==> config.mk <==
export PLATFORM = sky130hd
export DESIGN_NAME = thermal_pixel_to_gray_mapper
export DESIGN_NICKNAME = d
export VERILOG_FILES = /design/src/rtl/core/tpg_pkg.sv /design/src/rtl/core/tpg_regs.sv /design/src/rtl/core/tpg_front.sv /design/src/rtl/core/tpg_div_stage.sv /design/src/rtl/core/thermal_pixel_to_gray_mapper.sv
export VERILOG_INCLUDE_DIRS = /design/src /design/src/rtl/core
export SDC_FILE = /design/constraint.sdc
export NUM_CORES = 1
export LEC_CHECK = 0
export ABC_AREA = 1
export ABC_CLOCK_PERIOD_IN_PS = 5600
export BUFFER_PORTS_ARGS = -buffer_cell sky130_fd_sc_hd__buf_2
export CELL_PAD_IN_SITES_DETAIL_PLACEMENT = 0
export CELL_PAD_IN_SITES_GLOBAL_PLACEMENT = 1
export CORE_MARGIN = 2
export CORE_UTILIZATION = 48
export DETAILED_ROUTE_END_ITERATION = 8
export PLACE_DENSITY_LB_ADDON = 0.1
export SYNTH_ARGS = -nofsm -noshare
export SYNTH_HDL_FRONTEND = slang
export SYNTH_SLANG_ARGS = --single-unit
==> constraint.sdc <==
create_clock -name aclk -period 5.6 [get_ports aclk]
set_input_delay 0.28 -clock aclk [delete_from_list [all_inputs] [get_ports aclk]]
set_output_delay 0.28 -clock aclk [all_outputs]
set_load 0.02 [all_outputs]
==> src/rtl/core/thermal_pixel_to_gray_mapper_defines.svh <==
// ----------------------------------------------------------------------------
// Thermal pixel to gray mapper assertion macros
// Concurrent assertion forms for the mapper top level.
// ----------------------------------------------------------------------------
`ifndef THERMAL_PIXEL_TO_GRAY_MAPPER_DEFINES_SVH
`define THERMAL_PIXEL_TO_GRAY_MAPPER_DEFINES_SVH

// Same-cycle implication, disabled while reset is asserted.
`define TPG_ASSERT_IMPL(label, clk, rstn, ante, cons) \
    label: assert property (@(posedge clk) disable iff (!(rstn)) (ante) |-> (cons)) \
        else $error("mapper check failed");

// Next-cycle implication, disabled while reset is asserted.
`define TPG_ASSERT_NEXT(label, clk, rstn, ante, cons) \
    label: assert property (@(posedge clk) disable iff (!(rstn)) (ante) |=> (cons)) \
        else $error("mapper check failed");

`endif

==> src/rtl/core/tpg_pkg.sv <==
// ----------------------------------------------------------------------------
// Thermal pixel to gray mapper package
// Widths, constants, register map and the structs passed between stages.
// ----------------------------------------------------------------------------
package tpg_pkg;

    localparam int ADDR_W  = 5;
    localparam int DATA_W  = 32;
    localparam int COORD_W = 12;
    localparam int SIZE_W  = 13;
    localparam int POS_W   = 13;
    localparam int SAMP_W  = 16;
    localparam int CENTI_W = 17;
    localparam int TEMP_W  = 18;
    localparam int GRAY_W  = 8;
    localparam int QUO_W   = GRAY_W;
    localparam int REM_W   = CENTI_W + GRAY_W;
    localparam int DIV_STAGES = QUO_W / 2;

    localparam int KELVIN_OFFSET_CENTI = 27315;
    localparam int NONRAD_BIAS         = 8192;

    localparam int MODE_MEASURE = 0;
    localparam int MODE_RADIO   = 1;
    localparam int MODE_MIRROR  = 2;
    localparam int MODE_FLIP    = 3;

    localparam logic [SIZE_W-1:0]  WIDTH_RESET  = SIZE_W'(160);
    localparam logic [SIZE_W-1:0]  HEIGHT_RESET = SIZE_W'(120);
    localparam logic [CENTI_W-1:0] MIN_RESET    = CENTI_W'(-1000);
    localparam logic [CENTI_W-1:0] MAX_RESET    = CENTI_W'(4000);

    typedef enum logic [2:0] {
        REG_WINDOW_LEFT,
        REG_WINDOW_TOP,
        REG_WINDOW_WIDTH,
        REG_WINDOW_HEIGHT,
        REG_RANGE_MIN,
        REG_RANGE_MAX,
        REG_PLANE_KELVIN,
        REG_MODE_BITS
    } reg_idx_t;

    typedef struct packed {
        logic [COORD_W-1:0] window_left;
        logic [COORD_W-1:0] window_top;
        logic [SIZE_W-1:0]  window_width;
        logic [SIZE_W-1:0]  window_height;
        logic [CENTI_W-1:0] range_min;
        logic [CENTI_W-1:0] range_max;
        logic [SAMP_W-1:0]  plane_kelvin;
        logic [3:0]         mode;
        logic [CENTI_W-1:0] span;
    } cfg_t;

    typedef struct packed {
        logic               in_window;
        logic [COORD_W-1:0] dest_x;
        logic [COORD_W-1:0] dest_y;
        logic [GRAY_W-1:0]  fixed_gray;
        logic               use_div;
    } side_t;

    typedef struct packed {
        side_t              side;
        logic [REM_W-1:0]   rem;
        logic [QUO_W-1:0]   quo;
    } div_t;

endpackage

==> src/rtl/core/tpg_regs.sv <==
// ----------------------------------------------------------------------------
// Mapper configuration registers
// APB-style register file holding window, range and mode settings.
// ----------------------------------------------------------------------------
module tpg_regs (
    input  logic                       aclk,
    input  logic                       aresetn,
    input  logic                       psel,
    input  logic                       penable,
    input  logic                       pwrite,
    input  logic [tpg_pkg::ADDR_W-1:0] paddr,
    input  logic [tpg_pkg::DATA_W-1:0] pwdata,
    output logic [tpg_pkg::DATA_W-1:0] prdata,
    output logic                       pready,
    output tpg_pkg::cfg_t              cfg
);
    import tpg_pkg::*;

    logic [COORD_W-1:0] left_reg;
    logic [COORD_W-1:0] top_reg;
    logic [SIZE_W-1:0]  width_reg;
    logic [SIZE_W-1:0]  height_reg;
    logic [CENTI_W-1:0] min_reg;
    logic [CENTI_W-1:0] max_reg;
    logic [SAMP_W-1:0]  plane_reg;
    logic [3:0]         mode_reg;
    logic [CENTI_W-1:0] span_reg;
    logic [TEMP_W-1:0]  span_next;
    reg_idx_t           idx;
    logic               wr_en;

    assign pready = 1'b1;
    assign idx    = reg_idx_t'(paddr[ADDR_W-1:2]);
    assign wr_en  = psel && penable && pwrite;

    always_ff @(posedge aclk) begin
        if (!aresetn) begin
            left_reg   <= '0;
            top_reg    <= '0;
            width_reg  <= WIDTH_RESET;
            height_reg <= HEIGHT_RESET;
            min_reg    <= MIN_RESET;
            max_reg    <= MAX_RESET;
            plane_reg  <= '0;
            mode_reg   <= '0;
        end else if (wr_en) begin
            unique case (idx)
                REG_WINDOW_LEFT:   left_reg   <= pwdata[COORD_W-1:0];
                REG_WINDOW_TOP:    top_reg    <= pwdata[COORD_W-1:0];
                REG_WINDOW_WIDTH:  width_reg  <= pwdata[SIZE_W-1:0];
                REG_WINDOW_HEIGHT: height_reg <= pwdata[SIZE_W-1:0];
                REG_RANGE_MIN:     min_reg    <= pwdata[CENTI_W-1:0];
                REG_RANGE_MAX:     max_reg    <= pwdata[CENTI_W-1:0];
                REG_PLANE_KELVIN:  plane_reg  <= pwdata[SAMP_W-1:0];
                REG_MODE_BITS:     mode_reg   <= pwdata[3:0];
            endcase
        end
    end

    // Divisor for the scaling step; only meaningful while max > min.
    assign span_next = {max_reg[CENTI_W-1], max_reg} - {min_reg[CENTI_W-1], min_reg};

    always_ff @(posedge aclk) begin
        span_reg <= span_next[CENTI_W-1:0];
    end

    always_comb begin
        unique case (idx)
            REG_WINDOW_LEFT:   prdata = DATA_W'(left_reg);
            REG_WINDOW_TOP:    prdata = DATA_W'(top_reg);
            REG_WINDOW_WIDTH:  prdata = DATA_W'(width_reg);
            REG_WINDOW_HEIGHT: prdata = DATA_W'(height_reg);
            REG_RANGE_MIN:     prdata = DATA_W'($signed(min_reg));
            REG_RANGE_MAX:     prdata = DATA_W'($signed(max_reg));
            REG_PLANE_KELVIN:  prdata = DATA_W'(plane_reg);
            REG_MODE_BITS:     prdata = DATA_W'(mode_reg);
        endcase
    end

    assign cfg = '{window_left:   left_reg,
                   window_top:    top_reg,
                   window_width:  width_reg,
                   window_height: height_reg,
                   range_min:     min_reg,
                   range_max:     max_reg,
                   plane_kelvin:  plane_reg,
                   mode:          mode_reg,
                   span:          span_reg};

endmodule

==> src/rtl/core/tpg_front.sv <==
// ----------------------------------------------------------------------------
// Mapper front stages
// Window test, temperature, clamp and scale-by-255 in three register stages.
// ----------------------------------------------------------------------------
module tpg_front (
    input  logic                        aclk,
    input  logic                        aresetn,
    input  tpg_pkg::cfg_t               cfg,
    input  logic                        in_valid,
    output logic                        in_ready,
    input  logic [tpg_pkg::POS_W-1:0]   pos_x,
    input  logic [tpg_pkg::POS_W-1:0]   pos_y,
    input  logic [tpg_pkg::SAMP_W-1:0]  raw_sample,
    output logic                        out_valid,
    input  logic                        out_ready,
    output tpg_pkg::div_t               out_data
);
    import tpg_pkg::*;

    localparam logic [TEMP_W-1:0] OFS_RAD    = TEMP_W'(KELVIN_OFFSET_CENTI);
    localparam logic [TEMP_W-1:0] OFS_NONRAD = TEMP_W'(KELVIN_OFFSET_CENTI + NONRAD_BIAS);

    // stage valids and their ready chain
    logic v1_reg, v2_reg, v3_reg;
    logic r1, r2, r3;

    // stage 1: window result and raw temperature
    side_t              side1_reg;
    logic [TEMP_W-1:0]  temp1_reg;
    // stage 2: clamped offset above range minimum
    side_t              side2_reg;
    logic [CENTI_W-1:0] diff2_reg;
    // stage 3: numerator for the divider
    side_t              side3_reg;
    logic [REM_W-1:0]   num3_reg;

    logic [POS_W:0]     dx, dy;
    logic               in_win;
    logic [COORD_W-1:0] dest_x, dest_y;
    logic               nonrad;
    logic [TEMP_W-1:0]  temp;
    side_t              side1_next;
    logic [TEMP_W-1:0]  lo_ext, hi_ext, clamped, diff;
    logic               empty;

    assign r3       = !v3_reg || out_ready;
    assign r2       = !v2_reg || r3;
    assign r1       = !v1_reg || r2;
    assign in_ready = r1;

    always_comb begin
        dx = {pos_x[POS_W-1], pos_x} - {2'b00, cfg.window_left};
        dy = {pos_y[POS_W-1], pos_y} - {2'b00, cfg.window_top};
        in_win = !dx[POS_W] && (dx[SIZE_W-1:0] < cfg.window_width) &&
                 !dy[POS_W] && (dy[SIZE_W-1:0] < cfg.window_height);
        dest_x = cfg.mode[MODE_MIRROR] ?
                 cfg.window_width[COORD_W-1:0] - dx[COORD_W-1:0] - COORD_W'(1) :
                 dx[COORD_W-1:0];
        dest_y = cfg.mode[MODE_FLIP] ?
                 cfg.window_height[COORD_W-1:0] - dy[COORD_W-1:0] - COORD_W'(1) :
                 dy[COORD_W-1:0];

        nonrad = !cfg.mode[MODE_RADIO];
        temp   = {2'b00, raw_sample} +
                 (nonrad ? {2'b00, cfg.plane_kelvin} : TEMP_W'(0)) -
                 (nonrad ? OFS_NONRAD : OFS_RAD);

        lo_ext = {cfg.range_min[CENTI_W-1], cfg.range_min};
        hi_ext = {cfg.range_max[CENTI_W-1], cfg.range_max};
        empty  = $signed(hi_ext) <= $signed(lo_ext);

        side1_next.in_window  = in_win;
        side1_next.dest_x     = in_win ? dest_x : '0;
        side1_next.dest_y     = in_win ? dest_y : '0;
        side1_next.fixed_gray = (in_win && !cfg.mode[MODE_MEASURE]) ?
                                raw_sample[GRAY_W-1:0] : '0;
        side1_next.use_div    = in_win && cfg.mode[MODE_MEASURE] && !empty;

        // clamp into [min, max] and measure from min
        priority if ($signed(temp1_reg) < $signed(lo_ext)) begin
            clamped = lo_ext;
        end else if ($signed(temp1_reg) > $signed(hi_ext)) begin
            clamped = hi_ext;
        end else begin
            clamped = temp1_reg;
        end
        diff = clamped - lo_ext;
    end

    always_ff @(posedge aclk) begin
        if (!aresetn) begin
            v1_reg <= 1'b0;
            v2_reg <= 1'b0;
            v3_reg <= 1'b0;
        end else begin
            if (r1) v1_reg <= in_valid;
            if (r2) v2_reg <= v1_reg;
            if (r3) v3_reg <= v2_reg;
        end
    end

    always_ff @(posedge aclk) begin
        if (r1 && in_valid) begin
            side1_reg <= side1_next;
            temp1_reg <= temp;
        end
        if (r2 && v1_reg) begin
            side2_reg <= side1_reg;
            diff2_reg <= diff[CENTI_W-1:0];
        end
        if (r3 && v2_reg) begin
            side3_reg <= side2_reg;
            // times 255 as shift and subtract
            num3_reg  <= {diff2_reg, {GRAY_W{1'b0}}} - REM_W'(diff2_reg);
        end
    end

    assign out_valid = v3_reg;
    assign out_data  = '{side: side3_reg, rem: num3_reg, quo: '0};

endmodule

==> src/rtl/core/tpg_div_stage.sv <==
// ----------------------------------------------------------------------------
// Mapper divider stage
// Two restoring-division quotient bits per register stage.
// ----------------------------------------------------------------------------
module tpg_div_stage #(
    parameter int BIT_HI = 7
) (
    input  logic                         aclk,
    input  logic                         aresetn,
    input  logic [tpg_pkg::CENTI_W-1:0]  divisor,
    input  logic                         in_valid,
    output logic                         in_ready,
    input  tpg_pkg::div_t                in_data,
    output logic                         out_valid,
    input  logic                         out_ready,
    output tpg_pkg::div_t                out_data
);
    import tpg_pkg::*;

    localparam int BIT_LO = BIT_HI - 1;

    logic             valid_reg;
    div_t             data_reg;
    div_t             data_next;
    logic [REM_W-1:0] d_ext, d_hi, d_lo, rem_mid;
    logic             b_hi, b_lo;

    assign in_ready = !valid_reg || out_ready;

    always_comb begin
        d_ext   = REM_W'(divisor);
        d_hi    = d_ext << BIT_HI;
        d_lo    = d_ext << BIT_LO;
        b_hi    = in_data.rem >= d_hi;
        rem_mid = b_hi ? in_data.rem - d_hi : in_data.rem;
        b_lo    = rem_mid >= d_lo;
        data_next.side = in_data.side;
        data_next.rem  = b_lo ? rem_mid - d_lo : rem_mid;
        data_next.quo  = {in_data.quo[QUO_W-3:0], b_hi, b_lo};
    end

    always_ff @(posedge aclk) begin
        if (!aresetn) begin
            valid_reg <= 1'b0;
        end else if (in_ready) begin
            valid_reg <= in_valid;
        end
    end

    always_ff @(posedge aclk) begin
        if (in_ready && in_valid) begin
            data_reg <= data_next;
        end
    end

    assign out_valid = valid_reg;
    assign out_data  = data_reg;

endmodule

==> src/rtl/core/thermal_pixel_to_gray_mapper.sv <==
// ----------------------------------------------------------------------------
// Thermal pixel to gray mapper
// Crops, mirrors and flips pixel coordinates and maps thermal samples to gray.
// ----------------------------------------------------------------------------
// Takes one pixel transaction per clock while no stage is stalled and
// returns one result transaction per pixel, in order. The pipeline has
// three front stages (window test and temperature, clamp, scale by 255)
// and four divider stages that each resolve two quotient bits of the
// scaling divide; every stage holds its own transaction, so a stalled
// output keeps accepting input until all seven stages are full. Configure
// only while no transaction is in flight; the range span is registered
// from the range registers and updates in the cycle after they change.
`include "thermal_pixel_to_gray_mapper_defines.svh"

module thermal_pixel_to_gray_mapper (
    input  logic                        aclk,
    input  logic                        aresetn,
    // pixel input channel
    input  logic                        s_valid,
    output logic                        s_ready,
    input  logic [tpg_pkg::POS_W-1:0]   s_pos_x,
    input  logic [tpg_pkg::POS_W-1:0]   s_pos_y,
    input  logic [tpg_pkg::SAMP_W-1:0]  s_raw_sample,
    // result channel
    output logic                        m_valid,
    input  logic                        m_ready,
    output logic                        m_in_window,
    output logic [tpg_pkg::COORD_W-1:0] m_dest_x,
    output logic [tpg_pkg::COORD_W-1:0] m_dest_y,
    output logic [tpg_pkg::GRAY_W-1:0]  m_gray_level,
    // configuration port
    input  logic                        psel,
    input  logic                        penable,
    input  logic                        pwrite,
    input  logic [tpg_pkg::ADDR_W-1:0]  paddr,
    input  logic [tpg_pkg::DATA_W-1:0]  pwdata,
    output logic [tpg_pkg::DATA_W-1:0]  prdata,
    output logic                        pready
);
    import tpg_pkg::*;

    cfg_t cfg;

    // stage chain: index 0 is the front output, the last index the result
    logic stage_valid [DIV_STAGES+1];
    logic stage_ready [DIV_STAGES+1];
    div_t stage_data  [DIV_STAGES+1];
    logic front_ready;

    tpg_regs u_regs (
        .aclk    (aclk),
        .aresetn (aresetn),
        .psel    (psel),
        .penable (penable),
        .pwrite  (pwrite),
        .paddr   (paddr),
        .pwdata  (pwdata),
        .prdata  (prdata),
        .pready  (pready),
        .cfg     (cfg)
    );

    tpg_front u_front (
        .aclk       (aclk),
        .aresetn    (aresetn),
        .cfg        (cfg),
        .in_valid   (s_valid),
        .in_ready   (front_ready),
        .pos_x      (s_pos_x),
        .pos_y      (s_pos_y),
        .raw_sample (s_raw_sample),
        .out_valid  (stage_valid[0]),
        .out_ready  (stage_ready[0]),
        .out_data   (stage_data[0])
    );

    assign s_ready = front_ready;

    // Quotient bits resolve most significant first.
    for (genvar g = 0; g < DIV_STAGES; g++) begin : g_div
        tpg_div_stage #(
            .BIT_HI (QUO_W - 1 - 2 * g)
        ) u_div (
            .aclk      (aclk),
            .aresetn   (aresetn),
            .divisor   (cfg.span),
            .in_valid  (stage_valid[g]),
            .in_ready  (stage_ready[g]),
            .in_data   (stage_data[g]),
            .out_valid (stage_valid[g+1]),
            .out_ready (stage_ready[g+1]),
            .out_data  (stage_data[g+1])
        );
    end

    // Advance the last stage when the result transaction is taken.
    assign stage_ready[DIV_STAGES] = m_ready;

    assign m_valid      = stage_valid[DIV_STAGES];
    assign m_in_window  = stage_data[DIV_STAGES].side.in_window;
    assign m_dest_x     = stage_data[DIV_STAGES].side.dest_x;
    assign m_dest_y     = stage_data[DIV_STAGES].side.dest_y;
    // Quotient when use_div (measuring, inside, non-empty range), else the fixed byte.
    assign m_gray_level = stage_data[DIV_STAGES].side.use_div ?
                          stage_data[DIV_STAGES].quo :
                          stage_data[DIV_STAGES].side.fixed_gray;

    // An outside pixel carries all-zero fields.
    `TPG_ASSERT_IMPL(a_outside_zero, aclk, aresetn, m_valid && !m_in_window, m_dest_x == '0 && m_dest_y == '0 && m_gray_level == '0)

    // A remainder not below the span would mean the quotient overflowed its eight bits.
    `TPG_ASSERT_IMPL(a_rem_below_span, aclk, aresetn, m_valid && stage_data[DIV_STAGES].side.use_div, stage_data[DIV_STAGES].rem < REM_W'(cfg.span))

    // Input is refused only when every stage already holds a transaction.
    `TPG_ASSERT_IMPL(a_ready_full, aclk, aresetn, !s_ready, stage_valid[0] && stage_valid[1] && stage_valid[2] && stage_valid[3] && stage_valid[4] && !m_ready)

    // Columns, mirrored or not, stay inside a window narrower than the coordinate space.
    `TPG_ASSERT_IMPL(a_dest_x_range, aclk, aresetn, m_valid && m_in_window && !cfg.window_width[SIZE_W-1], SIZE_W'(m_dest_x) < cfg.window_width)

endmodule

==> run metrics <==
Post-synth top flop edfxtp_1; drt pass-1 iters 5; CP Max Fanout 28; post-CTS setup buffer count 0; Layout Skew 0.0629 ns; most common cell after layout, fill and taps aside nand2_1; register bit total from synthesis 521; slew margin rel. 0.377; pin count of the biggest net entering global routing 71; WP data required 6.09 ns; clk root buf clkbuf_16; Max rail drop VDD 0.242 mV; Synth Instances 3942; Initial Util 0.487; post-DR vias/cell 5.30; port bufs 135; Syn Area/Cell 8.52 sq um; R2R setup slack 0.62 ns; vias in the first global route 24.9k; Worst Tran Pin Value 0.928 ns; Placed Area 35200 sq um; Power Density 301 nW/um^2; Seq/Total Area, Yosys 0.428; DR vias 26.9k; worst hold path type primary input to flop; Initial DRC Count 2192; Post-Syn Nets 4357; Longest Clk Path Bufs 3; WS Path Type flop to flop; drt wl/cell 18.6 microns; DRC 0; die width 269 microns; Reg area 14400 sq um; fin cells 5071; delay of the slowest critical-path stage 0.43 ns; slowest CP cell dfxtp_1; Async SR Flop Fraction 0; most frequent cells in the layout 823 x nand2_1, 470 x inv_1, 393 x a21oi_1, 393 x edfxtp_1, 315 x ha_1; Worst Setup EP g_div[2].u_div.out_data[11]$_DFFE_PP_; # hold bufs at CTS 6; CTS buffer count 58; initial antenna violation count 2; RSZ-0062 raised after global routing no; Critical Path Sink Type flop; filler instances 6521; Max-Cap Viols 0; placed insts 4954; final cell area excluding filler cells 37300 sq um; Final HPWL DP 75100 microns; Placer Congestion 0.932; final setup vio count 0; Reg clk slew, reported paths 0.06 ns; Largest register FFs 231; TritonCTS clock tree yes; worst reg-to-reg path cell count 26; proportion of layout cells with a drive suffix above 1 0.0877; crit path launch u_regs.span_reg[0]$_DFF_P_; final slew viol count 0; FP Rows 96; Skew-Pair Late Insertion Delay 0.66 ns; nets@finish 4504; setup TNS 0 ns; type of origin of the critical path flop; GRT overflow 0; Die Ht 269 microns; first-pass GRT wire length 144000 microns; CTS sink cnt 521; GRT Total Usage 0.260; Leak 15.9 nW; post-synthesis cell type count 57; Critical Path AT 5.48 ns; final hold viol count 0; Critical R2R Launch u_regs.span_reg[0]$_DFF_P_; I/O Pins 154; mapped cell area 33600 sq um; H-tree depth 2; FF-to-FF End g_div[2].u_div.out_data[11]$_DFFE_PP_; area growth from synthesis to layout 11.1%; synth warn 0; Tcrit/Tclk final 0.890; final wirelength 94500 microns; core area 68900 sq um; post-route minimum period 4.98 ns; Post-synth EDFFs 393; status complete, no violations; most used cell, CP nand2_1; Post-CTS Resized 0; die area 72100 sq um; footprint of the multi-input gates 16800 sq um; post-route ant nets 0; FMAX 0.201 GHz
## worst min path at each step
stage | depth (start not counted) | startpoint | endpoint
CTS | 3 | pwdata[10] | u_regs.plane_reg[10]$_SDFFE_PN0P_
global placement | 0 | g_div[2].u_div.out_data[54]$_DFFE_PP_ | g_div[3].u_div.out_data[54]$_DFFE_PP_
global route | 3 | s_raw_sample[5] | u_front.side1_reg[6]$_SDFFCE_PN0P_
finish | 3 | pwdata[5] | u_regs.height_reg[5]$_SDFFE_PN1P_
floorplan | 0 | u_front.out_data[33]$_DFFE_PP_ | g_div[0].u_div.out_data[33]$_DFFE_PP_
detailed placement | 0 | u_front.out_data[36]$_DFFE_PP_ | g_div[0].u_div.out_data[36]$_DFFE_PP_
## metal layers
layer	up-vias	global-route usage	part of all wire
met5	-	0	0.00012
met4	2	0.0671	0.025
met3	119	0.0376	0.058
met2	670	0.399	0.43
met1	12333	0.386	0.49
li1	13760	-	-
## Yosys cell counts (5+ instances only)
cell type	n	share of area
buf_2	6	0.00089
nor2_1	268	0.030
clkbuf_1	48	0.0054
nor4_1	13	0.0024
xnor2_1	75	0.020
nand2_2	12	0.0022
xor2_1	110	0.029
inv_1	474	0.053
a211oi_1	8	0.0018
mux2_2	8	0.0027
o221ai_1	7	0.0018
a31oi_1	30	0.0056
or2_2	23	0.0043
a21boi_0	7	0.0016
dfxtp_1	128	0.076
a21o_1	23	0.0051
o2111ai_1	6	0.0016
o21ai_0	275	0.041
nand4_1	38	0.0071
nand3_1	163	0.024
o22ai_1	25	0.0047
nand3b_1	10	0.0022
nor3_1	41	0.0061
buf_4	49	0.011
fa_1	14	0.0083
o21ai_1	35	0.0052
a21oi_1	393	0.059
nand3_2	6	0.0018
a21oi_2	5	0.0013
nor2_2	7	0.0013
edfxtp_1	393	0.35
o21a_1	8	0.0018
ha_1	315	0.12
nand2_1	823	0.092
a221oi_1	8	0.0021
o211ai_1	27	0.0060
inv_2	10	0.0011
o21bai_1	19	0.0042
## per-stage QoR
step	setup slack [ns]	hold WS, ns	utilization	power, mW
floorplan	1.28	0.400	-	6.55
finish	0.617	0.0442	0.541	11.2
detailed placement	0.628	0.405	0.511	7.26
global placement	0.634	0.400	0.511	7.25
global route	0.0401	0.0265	0.541	11.8
CTS	0.624	0.0125	0.541	11.3
## worst max-delay path: cells and delay by family, from the launching register on
kind | cells | cell delay, ns
buf+inv | 5 | 1.01
fa+ha+maj | 3 | 1.00
compound gates | 4 | 0.77
flops | 1 | 0.43
simple gates | 14 | 1.60
## kinds of logic after synthesis
group | count (synthesis) | share of synthesized area
AO/OA/AOI/OAI | 882 | 0.144
XOR/XNOR | 185 | 0.0482
adder cells (fa/ha/maj) | 329 | 0.126
buffers and inverters | 595 | 0.0731
flip-flops | 521 | 0.428
multiplexers | 8 | 0.00268
other | 1 | 0.000112
AND/OR/NAND/NOR | 1421 | 0.179
## area by class of cell
cell class	instances	area share
multi-input cells	2826	0.450
repair buffers	194	0.0304
inverters	488	0.0492
clock inverters	31	0.0119
well taps	931	0.0312
diodes	1	0.0000671
clock buffers	79	0.0424
flip-flops and latches	521	0.385
## power breakdown
| part | switching (mW) | internal (mW) |
|---|---|---|
| clock | 1.63 | 2.37 |
| sequential | 0.0817 | 4.37 |
| combinational | 1.74 | 1.02 |
No activity file was read; power rests on OpenSTA's default activity.
